### config.mk
export PLATFORM = sky130hd
export DESIGN_NAME = prime_divisor_sum
export DESIGN_NICKNAME = d
export VERILOG_FILES = /design/src/rtl/core/pds_pkg.sv /design/src/rtl/core/pds_divider.sv /design/src/rtl/core/pds_datapath.sv /design/src/rtl/core/pds_ctrl.sv /design/src/rtl/core/prime_divisor_sum.sv
export SDC_FILE = /design/constraint.sdc
export NUM_CORES = 1
export LEC_CHECK = 0
export ABC_CLOCK_PERIOD_IN_PS = 11600
export BUFFER_PORTS_ARGS = -buffer_cell sky130_fd_sc_hd__clkbuf_2
export CORE_UTILIZATION = 65
export DETAILED_ROUTE_END_ITERATION = 8
export PLACE_DENSITY_LB_ADDON = 0.25
export SKIP_LAST_GASP = 1
export SLEW_MARGIN = 10
export SYNTH_ARGS = -nofsm -noshare
export SYNTH_HDL_FRONTEND = slang
export SYNTH_SLANG_ARGS = --single-unit
### constraint.sdc
create_clock -name clk -period 11.6 [get_ports clk]
set_input_delay 0.58 -clock clk [delete_from_list [all_inputs] [get_ports clk]]
set_output_delay 0.58 -clock clk [all_outputs]
set_load 0.05 [all_outputs]
### src/rtl/core/pds_pkg.sv
// pds_pkg: shared command and status types for the prime divisor sum block
// used by pds_ctrl, pds_datapath and the top level; no dependencies

package pds_pkg;

  // commands from the controller to the datapath
  typedef struct packed {
    logic load;       // capture a new number, reset trial divisor
    logic div_start;  // start a division of rest by the trial divisor
    logic take_quot;  // divisor divides rest: replace rest by quotient
    logic next_p;     // advance to the next trial divisor
    logic finish;     // form the result and present it on the output
  } pds_cmd_t;

  // status from the datapath to the controller
  typedef struct packed {
    logic sq_gt_rest; // square of the trial divisor exceeds rest
    logic div_done;   // division result is ready (one-cycle pulse)
    logic rem_zero;   // remainder of the last division is zero
    logic out_free;   // output register can take a new result
  } pds_status_t;

endpackage

### src/rtl/core/pds_divider.sv
// pds_divider: restoring divider, one quotient bit per cycle
// standalone; no package dependency

module pds_divider #(
  parameter int W = 20
) (
  input  logic         clk,
  input  logic         rst,
  input  logic         start,
  input  logic [W-1:0] dividend,
  input  logic [W-1:0] divisor,
  output logic         done,
  output logic [W-1:0] quotient,
  output logic         rem_zero
);

  localparam int CNT_W = (W > 1) ? $clog2(W) : 1;

  logic             busy;
  logic [CNT_W-1:0] cnt;
  logic [W-1:0]     rem;
  logic [W-1:0]     quo;
  logic [W:0]       shifted;
  logic [W:0]       diff;
  logic             ge;

  // one restoring step
  assign shifted = {rem, quo[W-1]};
  assign ge      = shifted >= {1'b0, divisor};
  assign diff    = shifted - {1'b0, divisor};

  // control: busy flag, bit counter, done pulse
  always_ff @(posedge clk) begin
    if (rst) begin
      busy <= 1'b0;
      done <= 1'b0;
      cnt  <= '0;
    end else begin
      done <= 1'b0;
      if (start) begin
        busy <= 1'b1;
        cnt  <= '0;
      end else if (busy) begin
        cnt <= cnt + 1'b1;
        if (cnt == CNT_W'(W - 1)) begin
          busy <= 1'b0;
          done <= 1'b1;
        end
      end
    end
  end

  // partial remainder and quotient shift register
  always_ff @(posedge clk) begin
    if (start) begin
      rem <= '0;
      quo <= dividend;
    end else if (busy) begin
      rem <= ge ? diff[W-1:0] : shifted[W-1:0];
      quo <= {quo[W-2:0], ge};
    end
  end

  assign quotient = quo;
  assign rem_zero = (rem == '0);

endmodule

### src/rtl/core/pds_datapath.sv
// pds_datapath: number, rest, trial divisor, running sum and output register
// depends on pds_pkg and pds_divider

module pds_datapath #(
  parameter int W = 20
) (
  input  logic                clk,
  input  logic                rst,
  input  pds_pkg::pds_cmd_t   cmd,
  output pds_pkg::pds_status_t status,
  input  logic [W-1:0]        number_in,
  output logic [W-1:0]        divisor_sum,
  output logic                out_valid,
  input  logic                out_ready
);

  import pds_pkg::*;

  logic [W-1:0] value;
  logic [W-1:0] rest;
  logic [W-1:0] total;
  logic [W-1:0] p;
  logic [W:0]   sq;
  logic         found;
  logic         div_done;
  logic [W-1:0] quotient;
  logic         rem_zero;
  logic [W-1:0] tail;
  logic [W-1:0] dividend;

  // a repeated division starts from the fresh quotient, not the old rest
  assign dividend = cmd.take_quot ? quotient : rest;

  // shared iterative divider: rest / p, or quotient / p on a repeated division
  pds_divider #(.W(W)) u_div (
    .clk      (clk),
    .rst      (rst),
    .start    (cmd.div_start),
    .dividend (dividend),
    .divisor  (p),
    .done     (div_done),
    .quotient (quotient),
    .rem_zero (rem_zero)
  );

  // working registers
  always_ff @(posedge clk) begin
    if (cmd.load) begin
      value <= number_in;
      rest  <= number_in;
      total <= '0;
      p     <= W'(2);
      sq    <= (W + 1)'(4);
      found <= 1'b0;
    end else if (cmd.take_quot) begin
      rest  <= quotient;
      found <= 1'b1;
      if (!found) begin
        total <= total + p;
      end
    end else if (cmd.next_p) begin
      p     <= p + 1'b1;
      sq    <= sq + {p, 1'b1};
      found <= 1'b0;
    end
  end

  // leftover prime cofactor, unless it is the number itself
  assign tail = ((rest > W'(1)) && (rest != value)) ? rest : '0;

  // output register
  always_ff @(posedge clk) begin
    if (rst) begin
      out_valid <= 1'b0;
    end else if (cmd.finish) begin
      out_valid <= 1'b1;
    end else if (out_ready) begin
      out_valid <= 1'b0;
    end
  end

  always_ff @(posedge clk) begin
    if (cmd.finish) begin
      divisor_sum <= total + tail;
    end
  end

  // status back to the controller
  always_comb begin
    status.sq_gt_rest = sq > {1'b0, rest};
    status.div_done   = div_done;
    status.rem_zero   = rem_zero;
    status.out_free   = !out_valid || out_ready;
  end

endmodule

### src/rtl/core/pds_ctrl.sv
// pds_ctrl: state machine sequencing trial division over candidate divisors
// depends on pds_pkg

module pds_ctrl (
  input  logic                 clk,
  input  logic                 rst,
  input  logic                 in_valid,
  output logic                 in_ready,
  output pds_pkg::pds_cmd_t    cmd,
  input  pds_pkg::pds_status_t status
);

  import pds_pkg::*;

  typedef enum logic [3:0] {
    S_IDLE  = 4'b0001,
    S_CHECK = 4'b0010,
    S_DIV   = 4'b0100,
    S_FINAL = 4'b1000
  } state_t;

  state_t state;
  state_t state_next;

  always_ff @(posedge clk) begin
    if (rst) begin
      state <= S_IDLE;
    end else begin
      state <= state_next;
    end
  end

  // next state and commands
  always_comb begin
    state_next = state;
    cmd        = '0;
    in_ready   = 1'b0;
    unique case (state)
      S_IDLE: begin
        in_ready = 1'b1;
        if (in_valid) begin
          cmd.load   = 1'b1;
          state_next = S_CHECK;
        end
      end
      S_CHECK: begin
        if (status.sq_gt_rest) begin
          state_next = S_FINAL;
        end else begin
          cmd.div_start = 1'b1;
          state_next    = S_DIV;
        end
      end
      S_DIV: begin
        if (status.div_done) begin
          if (status.rem_zero) begin
            // divide out the factor again with the same divisor
            cmd.take_quot = 1'b1;
            cmd.div_start = 1'b1;
          end else begin
            cmd.next_p = 1'b1;
            state_next = S_CHECK;
          end
        end
      end
      S_FINAL: begin
        if (status.out_free) begin
          cmd.finish = 1'b1;
          state_next = S_IDLE;
        end
      end
      default: begin
        state_next = S_IDLE;
      end
    endcase
  end

endmodule

### src/rtl/core/prime_divisor_sum.sv
// prime_divisor_sum: sum of distinct prime divisors, excluding the number itself
// run time: one divider run per candidate divisor up to the square root of the rest, plus
// one more per prime factor divided out; each run is paced by the shared one-bit-per-cycle divider
// throughput: one transaction at a time; a result waiting in the output register
// does not stop the next transaction from being taken. reset: synchronous, no sweep
// depends on pds_pkg, pds_ctrl, pds_datapath

module prime_divisor_sum #(
  parameter int NUMBER_WIDTH = 20
) (
  input  logic                    clk,
  input  logic                    rst,
  input  logic                    in_valid,
  output logic                    in_ready,
  input  logic [NUMBER_WIDTH-1:0] number_in,
  output logic                    out_valid,
  input  logic                    out_ready,
  output logic [NUMBER_WIDTH-1:0] divisor_sum
);

  import pds_pkg::*;

  pds_cmd_t    cmd;
  pds_status_t status;

  pds_ctrl u_ctrl (
    .clk      (clk),
    .rst      (rst),
    .in_valid (in_valid),
    .in_ready (in_ready),
    .cmd      (cmd),
    .status   (status)
  );

  pds_datapath #(.W(NUMBER_WIDTH)) u_dp (
    .clk         (clk),
    .rst         (rst),
    .cmd         (cmd),
    .status      (status),
    .number_in   (number_in),
    .divisor_sum (divisor_sum),
    .out_valid   (out_valid),
    .out_ready   (out_ready)
  );

endmodule
# Word-level counts from Yosys, hierarchy flattened
# Cells that the tools add are included.
[word_totals]
ff_bits = 174
input_bits = 24
[op_classes]
add_sub_neg = 6
magnitude_cmp = 3
n_eq_ne = 10
muxes = 31
bitwise_logic = 3
reduce_logical = 12
[op_table]
columns = ["cell", "n"]
rows = [
  ["20-bit 2-to-1 mux", 6],
  ["20-bit adder", 2],
  ["21-bit adder", 1],
  ["21-bit by 20-bit >= comparator with 1-bit output", 1],
  ["21-bit by 20-bit greater-than comparator with 1-bit output", 1],
  ["20-bit by 1-bit adder with 20-bit output, second input constant", 1],
  ["20-bit by 1-bit greater-than comparator with 1-bit output, second input constant", 1],
  ["20-bit logical NOT", 1],
  ["4-bit 2-to-1 mux", 5],
  ["20-bit inequality test", 1],
  ["20-bit subtractor", 1],
  ["4-bit case mux with 4 select lines", 1],
  ["1-bit 2-to-1 mux", 15],
  ["2-bit inequality test, second input constant", 3],
  ["2-bit nonzero test", 3],
  ["5-bit by 1-bit adder with 5-bit output, second input constant", 1],
  ["5-bit == test, second input constant", 1],
  ["4-bit by 1-bit == test with 1-bit output, second input constant", 1],
  ["4-bit by 2-bit == test with 1-bit output, second input constant", 1],
  ["4-bit by 3-bit == test with 1-bit output, second input constant", 1],
  ["4-bit == test, second input constant", 1],
  ["2-bit 2-to-1 mux", 2],
  ["2-bit AND reduction", 2],
  ["4-bit AND reduction", 1],
  ["9 further kinds", 11],
]

# Longest topological paths before layout
# Gate-level depths: netlist (run 1).
[depth]
ltp_word = 6
mapped_depth = 18
depth_no_buf = 17

# Modules after synthesis
# A second synthesis (run 1) with hierarchy kept.
[hier_totals]
cells_unflattened = 1255
area_unflattened_um2 = 11463.5
[by_module_without_submodules]
columns = ["module", "instances", "cells_per_inst", "area_each_um2", "seq_area_each_um2"]
rows = [
  ["pds_datapath", 1, 888, 8003.9, 2862.7],
  ["pds_divider", 1, 332, 3165.5, 1141.1],
  ["pds_ctrl", 1, 35, 294.0, 80.1],
]

# Worst setup path before layout (run 1)
# No wires, ideal clock.
[synth_timing]
path_kind = "reg2reg"
startpoint = "reg u_dp.value[14]"
endpoint = "reg u_dp.divisor_sum[18] (data pin)"
setup_time_ps = 262
arrival_ps = 3544
t_required_ps = 11338
slack_ps = 7794
path_stages_with_launch = 19
period_less_slack_ps = 3806
path_cell_list = "edfxtp_1 > xor2_1 > nor4_1 > nand3_1 > nor3_1 > nor2_1 > clkbuf_1 > and2_1 > ha_1 > fa_1 > a21o_1 > a21oi_1 > o21ai_0 > a31oi_1 > or3_1 > o21ai_0 > o21ai_0 > a21boi_1 > xor2_1"
[synth_via]
elab_chain_len = 4
[synth_rtl]
columns = ["item", "line_no", "text"]
rows = [
  ["from (decl)", "pds_datapath.sv:19", "logic [W-1:0] value;"],
  ["from (signal assigned)", "pds_datapath.sv:49", "value <= number_in;"],
  ["20-bit inequality test", "pds_datapath.sv:69", "assign tail = ((rest > W'(1)) && (rest != value)) ? rest : '0;"],
  ["1-bit logical AND", "pds_datapath.sv:69", ""],
  ["20-bit 2-to-1 mux", "pds_datapath.sv:69", ""],
  ["20-bit adder", "pds_datapath.sv:84", "divisor_sum <= total + tail;"],
  ["to (signal assigned)", "pds_datapath.sv:84", ""],
  ["to (decl)", "pds_datapath.sv:12", "output logic [W-1:0] divisor_sum,"],
]
# No other way between the ends.
# A chain may end at the register's enable or synchronous reset.

# Worst setup path after layout (run 1)
[layout_timing]
startpoint = "reg u_dp.value[10]"
endpoint = "reg u_dp.divisor_sum[18] (data pin)"
# The elaborated chain is that of the path after synthesis.

==> results of run 1 <==
-- registers in the layout, summed over array words and instances, names as in the netlist, 4 cells and up --
signal / flops
u_dp.u_div.rem: 20
u_ctrl.state: 4
u_dp.total: 20
u_dp.p: 20
u_dp.u_div.quotient: 20
u_dp.u_div.cnt: 5
u_dp.value: 20
u_dp.rest: 20
u_dp.divisor_sum: 20
u_dp.sq: 21
-- worst reg2reg max path: stages (launching register included) --
cell and delay (ns):
edfxtp_1 0.40, xor2_1 0.16, nor4_1 0.35, nand3_1 0.11, nor3_1 0.32, nor2_1 0.29
and2_1 0.25, ha_1 0.21, fa_1 0.41, a21o_1 0.20, a21oi_1 0.26, o21ai_0 0.15
a31oi_1 0.17, or3_1 0.17, o21ai_0 0.12, o21ai_0 0.21, a21boi_1 0.11, xor2_1 0.16
-- cells in the final DEF (no fill, tap or decap), types with 12 or more instances in the layout --
cell / count
mux2i_1: 22
nand2b_1: 14
o21a_1: 32
and2_1: 21
nor2b_1: 15
a21o_1: 25
clkbuf_2: 45
a21oi_1: 101
nand2_1: 133
xnor2_1: 67
dfxtp_1: 113
edfxtp_1: 60
ha_1: 99
nor4_1: 18
nor3_1: 26
inv_1: 58
o21ai_0: 77
nand3_1: 35
nor2_1: 111
a211oi_2: 12
a211oi_1: 17
clkbuf_16: 17
xor2_1: 34
-- per-layer routing --
metal / GRT usage / share of wire / vias up
li1: - / - / 4637
met1: 0.4262 / 0.45 / 4464
met2: 0.4876 / 0.45 / 374
met3: 0.05860 / 0.071 / 58
met4: 0.1231 / 0.027 / 0
met5: 0 / 0 / -
-- power by group through the flow --
stage	Combinational [uW]	Clock, uW	Sequential (uW)
final	1190	586	860
after global routing	1300	609	872
after detailed placement	1160	0	870
after floorplan	955	0	839
after CTS	1180	591	857
after global placement	1140	0	862
-- per-stage QoR --
step	cell area, sq um	total power, uW
detailed placement	11600	2031
global placement	11600	2003
floorplan	11230	1794
CTS	12210	2624
finish	12210	2637
global route	12210	2777
-- area by class of cell --
cell class,instances,area [sq um],share of cell area
repair buffers,54,292.8,0.02398
well taps,220,275.3,0.02254
flip-flops and latches,174,4085,0.3345
inverters,59,222.7,0.01824
clock inverters,15,187.7,0.01537
multi-input cells,995,6723,0.5505
clock buffers,17,425.4,0.03484
-- logic make-up (layout without fill, tap and decap cells) --
family,Yosys count,in the layout,share of synthesized area
mux,22,22,0.01961
xor+xnor,101,101,0.07879
buf+inv,103,145,0.03878
simple gates,432,432,0.1865
fa+ha+maj,103,103,0.1175
flops,174,174,0.3638
compound gates,337,337,0.1951
-- how the worst max path moves through the flow --
stage                        start              endpoint  cells after the start
global route         u_dp.value[4]  u_dp.divisor_sum[16]                     17
finish              u_dp.value[10]  u_dp.divisor_sum[18]                     17
floorplan           u_dp.value[14]  u_dp.divisor_sum[18]                     18
detailed placement  u_dp.value[10]  u_dp.divisor_sum[18]                     17
global placement    u_dp.value[10]  u_dp.divisor_sum[18]                     17
CTS                 u_dp.value[11]  u_dp.divisor_sum[18]                     17
==> flow_summary.toml, run 1 <==
[timing]
setup_tns_ns = 0
min_period_ns = 4.293
whs_ns = 0.3271
skew_ns = 0.01488
slew_viol_final = 0
slew_headroom = 0.1909
max_freq_ghz = 0.2329
finalHoldViolCount = 0
setup_ws_ns = 7.307
setup_viol = 0
worst_slew_pin_slew_ns = 1.208
rsz0062_at_grt = "no"
finalCritPeriodShare = 0.3701

[placed_design]
dp_hpwl_um = 19780
place_congestion = 0.9025
place_ws_ns = 7.375
place_inst = 1502
portBuffers = 45

[detailed_routing]
firstDrtPassIters = 6
ant_nets = 0
drt_iter0_drc = 982
viasPerCell = 6.214
drc_errors = 0
num_vias = 9533
wl_per_cell_um = 17.90
drt-total-wl_um = 27460

[global_route]
grt_use_total = 0.3119
grt_max_degree = 86
antenna_found_initial = 0
first_global_vias = 8593
grt_overflow = 0
grt_pass1_wl_um = 43720

[critical_path]
critPathMaxStageDelay_ns = 0.41
r2r_end = "u_dp.divisor_sum[18]"
crit_type = "flop to flop"
cp_common_cell = "o21ai_0"
ff2ff_setup_slack_ns = 7.31
worstSetupStartpointType = "flop"
cp-end-kind = "flop"
worst-endpoint-required_ns = 11.79
crit_chain = "xor2_1 -> nor4_1 -> nand3_1 -> nor3_1 -> nor2_1 -> and2_1 -> ha_1 -> fa_1 -> a21o_1 -> a21oi_1 -> o21ai_0 -> a31oi_1 -> or3_1 -> o21ai_0 -> o21ai_0 -> a21boi_1 -> xor2_1"
path_buf_inv = 0
critPathArrivalTime_ns = 4.48
worstReg2RegStart = "u_dp.value[10]"
worstPathMaxFanout = 17
slowest_stage = "fa_1"
critical-path-top-delay-family = "simple AND/OR/NAND/NOR gates"
reg2reg_depth = 17

[clocking]
cts_buffer_depth = 2
htreeDepth = 4
cts_tree = "done"
clkSinkCount = 174
cts_setup_buffers = 0
cts_made_buffers = 17
root_buffer = "clkbuf_16"
ctsResizeCount = 0
clock_latency_ns = 0.44
clk_pin_slew_ns = 0.08
holdBufCountCts = 0

[cells_and_area]
area_growth_pct = 8.771
fillCellCount = 1231
final_core_util = 0.7312
nets = 1428
antenna_cells = 0
finalNonFillerCells = 1534
drive_gt1_frac = 0.09513

[job]
maxCapViolCount = 0

[synthesis]
ys_top_cells_by_area = "dfxtp_1 20%, edfxtp_1 16%, ha_1 11%"
yosysMostFrequentCell = "nand2_1"
ys_ff_latch = 174
synth.avg_cell_area_sq_um = 8.826
synth_top_area_share = 0.2033
synth_common_cells = "133 x nand2_1, 114 x dfxtp_1, 112 x nor2_1, 101 x a21oi_1, 99 x ha_1"
ys_types = 77
yosys_warnings = 0
synth_edf_count = 60
synth-seq-area-share = 0.3638
syn_nets = 1399
netlist_instances = 1272
yosys.area.top_type = "dfxtp_1"
synthArstFlopShare = 0
netlist_area_sq_mm = 0.01123
synth_top_flop_cell = "dfxtp_1"

[die]
rows = 47
die_h_um = 133.4
die_w_um = 133.4
start_util = 0.6722
io-pin-count = 46
dieArea_sq_mm = 0.01780
core_area_sq_mm = 0.01670

[pwr]
switching_share = 0.4163
irDropWorstVdd_v = 0.0002181
p_clk_frac = 0.222
static-leakage-power_uw = 0.005063
combPwrFrac = 0.452
seqPwrFrac = 0.326
cellPowerDensity_mw_per_mm2 = 215.9
switchingPower_uw = 1098
intPower_uw = 1539

[worst_hold_path]
hold_start = "number_in[7]"
whs_path_depth = 1
hold_class = "primary input to flop"
hold_end = "u_dp.value[7]"

[outcome]
outcome = "completed"
No activity file was read; power rests on OpenSTA's default activity.
==> inputs of run 2 (changes only) <==
ABC_AREA = 1   (was unset)
ABC_CLOCK_PERIOD_IN_PS = 3700   (was 11600)
CORE_UTILIZATION = 57   (was 65)
clock period = 3.7 ns   (was 11.6 ns; I/O delays follow)
==> flow_summary.toml, run 2 <==
[outcome]
outcome = "completed"

[cells_and_area]
antenna_cells = 0
drive_gt1_frac = 0.07482
nets = 2052
fin_area_sq_mm = 0.01415
area_growth_pct = 10.43
finalNonFillerCells = 2218
fillCellCount = 1960
largest_reg_flops = 21
regMostFlops = "u_dp.sq"
final_core_util = 0.6443
multi_input_area_sq_mm = 0.007556
mostFrequentLayoutCell = "nand2_1"
final_cell_mix = "527 x nand2_1, 251 x inv_1, 194 x nor2_1"
seq_area_sq_mm = 0.004084

[timing]
skew_ns = 0.01975
rsz0062_at_grt = "no"
max_freq_ghz = 0.2889
min_period_ns = 3.462
worst_slew_pin_slew_ns = 0.9321
setup_viol = 0
whs_ns = 0.07239
setup_tns_ns = 0
slew_headroom = 0.3779
finalHoldViolCount = 0
slew_viol_final = 0
finalCritPeriodShare = 0.9356

[synthesis]
synth_common_cells = "527 x nand2_1, 251 x inv_1, 194 x nor2_1, 116 x a21oi_1, 114 x dfxtp_1"
ys_types = 53
yosys.area.top_type = "dfxtp_1"
synth_top_area_share = 0.1781
synth_top_flop_cell = "dfxtp_1"
netlist_area_sq_mm = 0.01281
ys_top_cells_by_area = "dfxtp_1 18%, nand2_1 15%, edfxtp_1 14%"
ys_ff_latch = 174
yosys_warnings = 0
syn_nets = 1992
synth.avg_cell_area_sq_um = 6.870
synth-seq-area-share = 0.3188
synthArstFlopShare = 0
synth_edf_count = 60
netlist_instances = 1865
yosysMostFrequentCell = "nand2_1"

[clocking]
cts_buffer_depth = 2
cts_tree = "done"
cts_made_buffers = 17
htreeDepth = 4
clkSinkCount = 174
clk_pin_slew_ns = 0.09
clock_latency_ns = 0.45
root_buffer = "clkbuf_16"

[global_route]
grt_use_total = 0.3135
first_global_vias = 11460
antenna_found_initial = 0
grt_pass1_wl_um = 57530
grt_max_degree = 58
grt_overflow = 0

[critical_path]
critPathMaxStageDelay_ns = 0.47
worst-endpoint-required_ns = 3.90
crit_chain = "nor4_1 -> nand4_1 -> nand2_4 -> nor2_1 -> ha_1 -> a21oi_1 -> nand2_1 -> a21boi_0 -> o21ai_0 -> nand3_1 -> nand2_1 -> xor2_1"
critPathArrivalTime_ns = 3.66
slowest_stage = "nor4_1"
worstSetupStartpointType = "flop"
crit_type = "flop to flop"
cp-end-kind = "flop"
worstPathMaxFanout = 19
cp_common_cell = "nand2_1"

[pwr]
switching_share = 0.4534
static-leakage-power_uw = 0.006894
intPower_uw = 4468
irDropWorstVdd_v = 0.0005111
switchingPower_uw = 3706
cellPowerDensity_mw_per_mm2 = 577.7
seqPwrFrac = 0.308
p_clk_frac = 0.238
combPwrFrac = 0.453

[placed_design]
portBuffers = 45
place_congestion = 0.9641
place_inst = 2165
dp_hpwl_um = 26710
place_area_sq_mm = 0.01329

[detailed_routing]
num_vias = 12390
drt-total-wl_um = 35900
drt_iter0_drc = 1163
ant_nets = 0
drc_errors = 0
wl_per_cell_um = 16.18
firstDrtPassIters = 6
viasPerCell = 5.584

[die]
die_h_um = 151.9
io-pin-count = 46
dieArea_sq_mm = 0.02308
core_area_sq_mm = 0.02196
die_w_um = 151.9
rows = 54
start_util = 0.5835

[worst_hold_path]
hold_class = "primary input to flop"

[job]
maxCapViolCount = 0
run 2: changes by cell type after synthesis, sizes merged, moves of 31 or more:
cell	change
nand3	+77
o21a	-31
xnor2	-39
a21oi	+31
nor2	+90
nand2	+400
inv	+196
run 2: path summary, 6_finish.rpt:
path / startpoint / to / slack (ns) / cells after the start
worst max-delay path: u_dp.rest[5] / u_dp.divisor_sum[15] / 0.24 / 12
worst min-delay path: out_ready / u_dp.out_valid / 0.07 / 4
worst max register to register: u_dp.rest[5] / u_dp.divisor_sum[15] / 0.24 / 12
worst min register to register: u_dp.sq[0] / u_dp.sq[0] / 0.50 / 1
run 2: area by class of cell:
cell class / count / share of cell area
clock buffers: 17 / 0.03007
clock inverters: 15 / 0.01530
inverters: 256 / 0.06792
multi-input cells: 1394 / 0.5340
flip-flops and latches: 174 / 0.2886
well taps: 280 / 0.02476
repair buffers: 82 / 0.03926
run 2: layer usage:
layer  global-route usage  share of wire  vias to the layer above  wire length, um
li1                     -              -                     6186                -
met1               0.4334           0.46                     5675            16340
met2               0.5046           0.45                      465            15990
met3              0.04706          0.075                       59             2696
met4              0.09864          0.024                        0              878
met5                    0              0                        -                0
run 2: logic make-up (layout without fill, tap and decap cells):
family,count (synthesis),count (layout),share of synthesized area
AO/OA/AOI/OAI,269,269,0.1175
XOR/XNOR,80,80,0.05469
adder cells (fa/ha/maj),103,103,0.1029
buffers and inverters,297,370,0.09277
flip-flops,174,174,0.3188
multiplexers,1,1,0.0007813
AND/OR/NAND/NOR,941,941,0.3126
run 2: per-stage QoR:
stage,setup WS (ns),power (uW)
after floorplan,0.6423,5292
after global placement,0.4921,6073
after detailed placement,0.2834,6135
after CTS,0.2433,8097
after global routing,0.03561,8705
final,0.2384,8174
run 2: timing repair:
item / CTS / global route
gates resized for setup: 0 / 1
buffers inserted: 0 / 0
setup endpoints to repair: 0 / 2
hold buffers: 21 / 0
hold endpoints to repair: 43 / 0
run 2: power groups by stage:
stage / sequential (uW) / clock [uW] / combinational [uW]
after global routing: 2550 / 2020 / 4130
after detailed placement: 2550 / 0 / 3580
after CTS: 2510 / 1960 / 3630
after global placement: 2540 / 0 / 3530
after floorplan: 2490 / 0 / 2800
final: 2520 / 1950 / 3710
run 2: critical path: cells and delay by family, from the launching register on:
family | cells | cell delay, ns
xor+xnor | 1 | 0.13
compound gates | 3 | 0.84
simple gates | 7 | 1.50
flops | 1 | 0.35
fa+ha+maj | 1 | 0.37
==> inputs of run 3 (changes only) <==
CORE_MARGIN = 1.5   (was unset)
CORE_UTILIZATION = 59   (was 57)
CTS_BUF_LIST = sky130_fd_sc_hd__clkbuf_8   (was unset)
==> flow_summary.toml, run 3 (synthesized netlist as in run 2, its figures left out) <==
[cells_and_area]
largest_reg_flops = 21
fillCellCount = 1892
antenna_cells = 0
mostFrequentLayoutCell = "nand2_1"
nets = 2053
finalNonFillerCells = 2214
drive_gt1_frac = 0.07530
final_cell_mix = "527 x nand2_1, 251 x inv_1, 194 x nor2_1"
area_growth_pct = 8.926
regMostFlops = "u_dp.sq"

[critical_path]
cp_common_cell = "nand2_1"
crit_chain = "nor4_1 -> nand4_1 -> nand2_4 -> nor2_1 -> ha_1 -> a21oi_1 -> nand2_1 -> a21boi_0 -> o21ai_0 -> nand3_1 -> nand2_1 -> xor2_1"
crit_start = "u_dp.rest[5]"
cp-end-kind = "flop"
crit_type = "flop to flop"
worstReg2RegStart = "u_dp.rest[5]"
slowest_stage = "nor4_1"
critical-path-top-delay-family = "simple AND/OR/NAND/NOR gates"
path_depth = 12
ff2ff_setup_slack_ns = 0.33
cp-endpoint = "u_dp.divisor_sum[15]"
reg2reg_depth = 12
worstSetupStartpointType = "flop"
r2r_end = "u_dp.divisor_sum[15]"
critPathMaxStageDelay_ns = 0.41
worst-endpoint-required_ns = 3.96
worstPathMaxFanout = 19
critPathArrivalTime_ns = 3.63
path_buf_inv = 0

[die]
start_util = 0.6057
dieArea_sq_mm = 0.02261
rows = 53
core_area_sq_mm = 0.02115
die_w_um = 150.4
die_h_um = 150.4
io-pin-count = 46

[timing]
rsz0062_at_grt = "no"
skew_ns = 0.02255
finalHoldViolCount = 0
whs_ns = 0.02254
finalCritPeriodShare = 0.9105
setup_ws_ns = 0.3311
worst_slew_pin_slew_ns = 0.8809
min_period_ns = 3.369
slew_viol_final = 0
max_freq_ghz = 0.2968
setup_tns_ns = 0
slew_headroom = 0.4121
setup_viol = 0

[pwr]
seqPwrFrac = 0.328
irDropWorstVdd_v = 0.0006259
combPwrFrac = 0.481
cellPowerDensity_mw_per_mm2 = 550.6
p_clk_frac = 0.191
total_power_uw = 7684
switching_share = 0.4711
switchingPower_uw = 3620
intPower_uw = 4064
static-leakage-power_uw = 0.006811

[clocking]
cts_tree = "done"
htreeDepth = 4
clk_pin_slew_ns = 0.13
cts_buffer_depth = 2
root_buffer = "clkbuf_8"
cts_setup_buffers = 0
clkSinkCount = 174
clock_latency_ns = 0.51
cts_made_buffers = 17

[global_route]
grtUsageMet2 = 0.5234
grt_use_met3 = 0.05212
grt_use_total = 0.3253
grt_overflow = 0
antenna_found_initial = 0
grt-busiest-layer = "met2"
grt_pass1_wl_um = 56840
grt_max_degree = 58
met1_usage = 0.4429
first_global_vias = 11240

[detailed_routing]
drt-total-wl_um = 36000
firstDrtPassIters = 6
wl_per_cell_um = 16.26
drt_iter0_drc = 1191
viasPerCell = 5.595
drc_errors = 0
ant_nets = 0
num_vias = 12390

[job]
maxCapViolCount = 0

[placed_design]
place_inst = 2161
place_congestion = 0.9707
portBuffers = 45
place_ws_ns = 0.4061
dp_hpwl_um = 27430

[worst_hold_path]
hold_class = "primary input to flop"

[outcome]
outcome = "completed"
==> run 3: cell count changes in the layout (fill, tap and decap cells not counted), sizes merged <==
cell	before	now
buf	16	17
inv	265	264
clkinv	6	7
==> run 3: final cells by class <==
cell class | count | area [sq um] | area share
multi-input combinational | 1394 | 7556 | 0.5414
timing repair buffer | 83 | 563.0 | 0.04034
sequential | 174 | 4084 | 0.2926
inverter | 256 | 960.9 | 0.06885
clock inverter | 15 | 214.0 | 0.01533
clock buffer | 17 | 234.0 | 0.01677
tap | 275 | 344.1 | 0.02465
==> run 3: timing repair <==
action,in CTS,in global routing
hold buffers,21,0
resized for setup,0,1
hold endpoints to repair,44,0
setup endpoints to repair,0,2
==> run 3: worst min-delay path, cell delays in order <==
cell and delay [ns]:
clkbuf_2 0.08, nor2_1 0.07, nand2_1 0.09, a21oi_1 0.06
==> run 3: routing by layer <==
layer | part of all wire | wire length, um | vias up
li1 | - | - | 6175
met1 | 0.44 | 15970 | 5705
met2 | 0.45 | 16260 | 436
met3 | 0.076 | 2752 | 72
met4 | 0.028 | 1025 | 0
met5 | 0 | 0 | -
==> run 3: how the worst min path moves through the flow <==
stage	from	end	slack, ns	cells after the start
global route	out_ready	u_ctrl.state[3]	0.02	4
finish	out_ready	u_ctrl.state[3]	0.02	4
CTS	out_ready	u_ctrl.state[3]	0.02	4
detailed placement	number_in[3]	u_dp.value[3]	0.38	1
floorplan	rst	u_ctrl.state[2]	0.25	1
global placement	number_in[4]	u_dp.value[4]	0.38	1
==> run 3: power groups by stage <==
stage	Clock (uW)	Sequential (uW)	Combinational, uW
3_5_place_dp	0	2550	3600
3_3_place_gp	0	2540	3550
4_1_cts	1480	2510	3630
5_1_grt	1550	2550	4130
2_1_floorplan	0	2490	2800
6_report	1470	2520	3700
==> run 3: through the flow <==
| stage | cell area (sq um) | util |
|---|---|---|
| global route | 13960 | 0.6597 |
| global placement | 13290 | 0.6284 |
| floorplan | 12810 | - |
| CTS | 13950 | 0.6595 |
| detailed placement | 13290 | 0.6284 |
| finish | 13960 | 0.6597 |
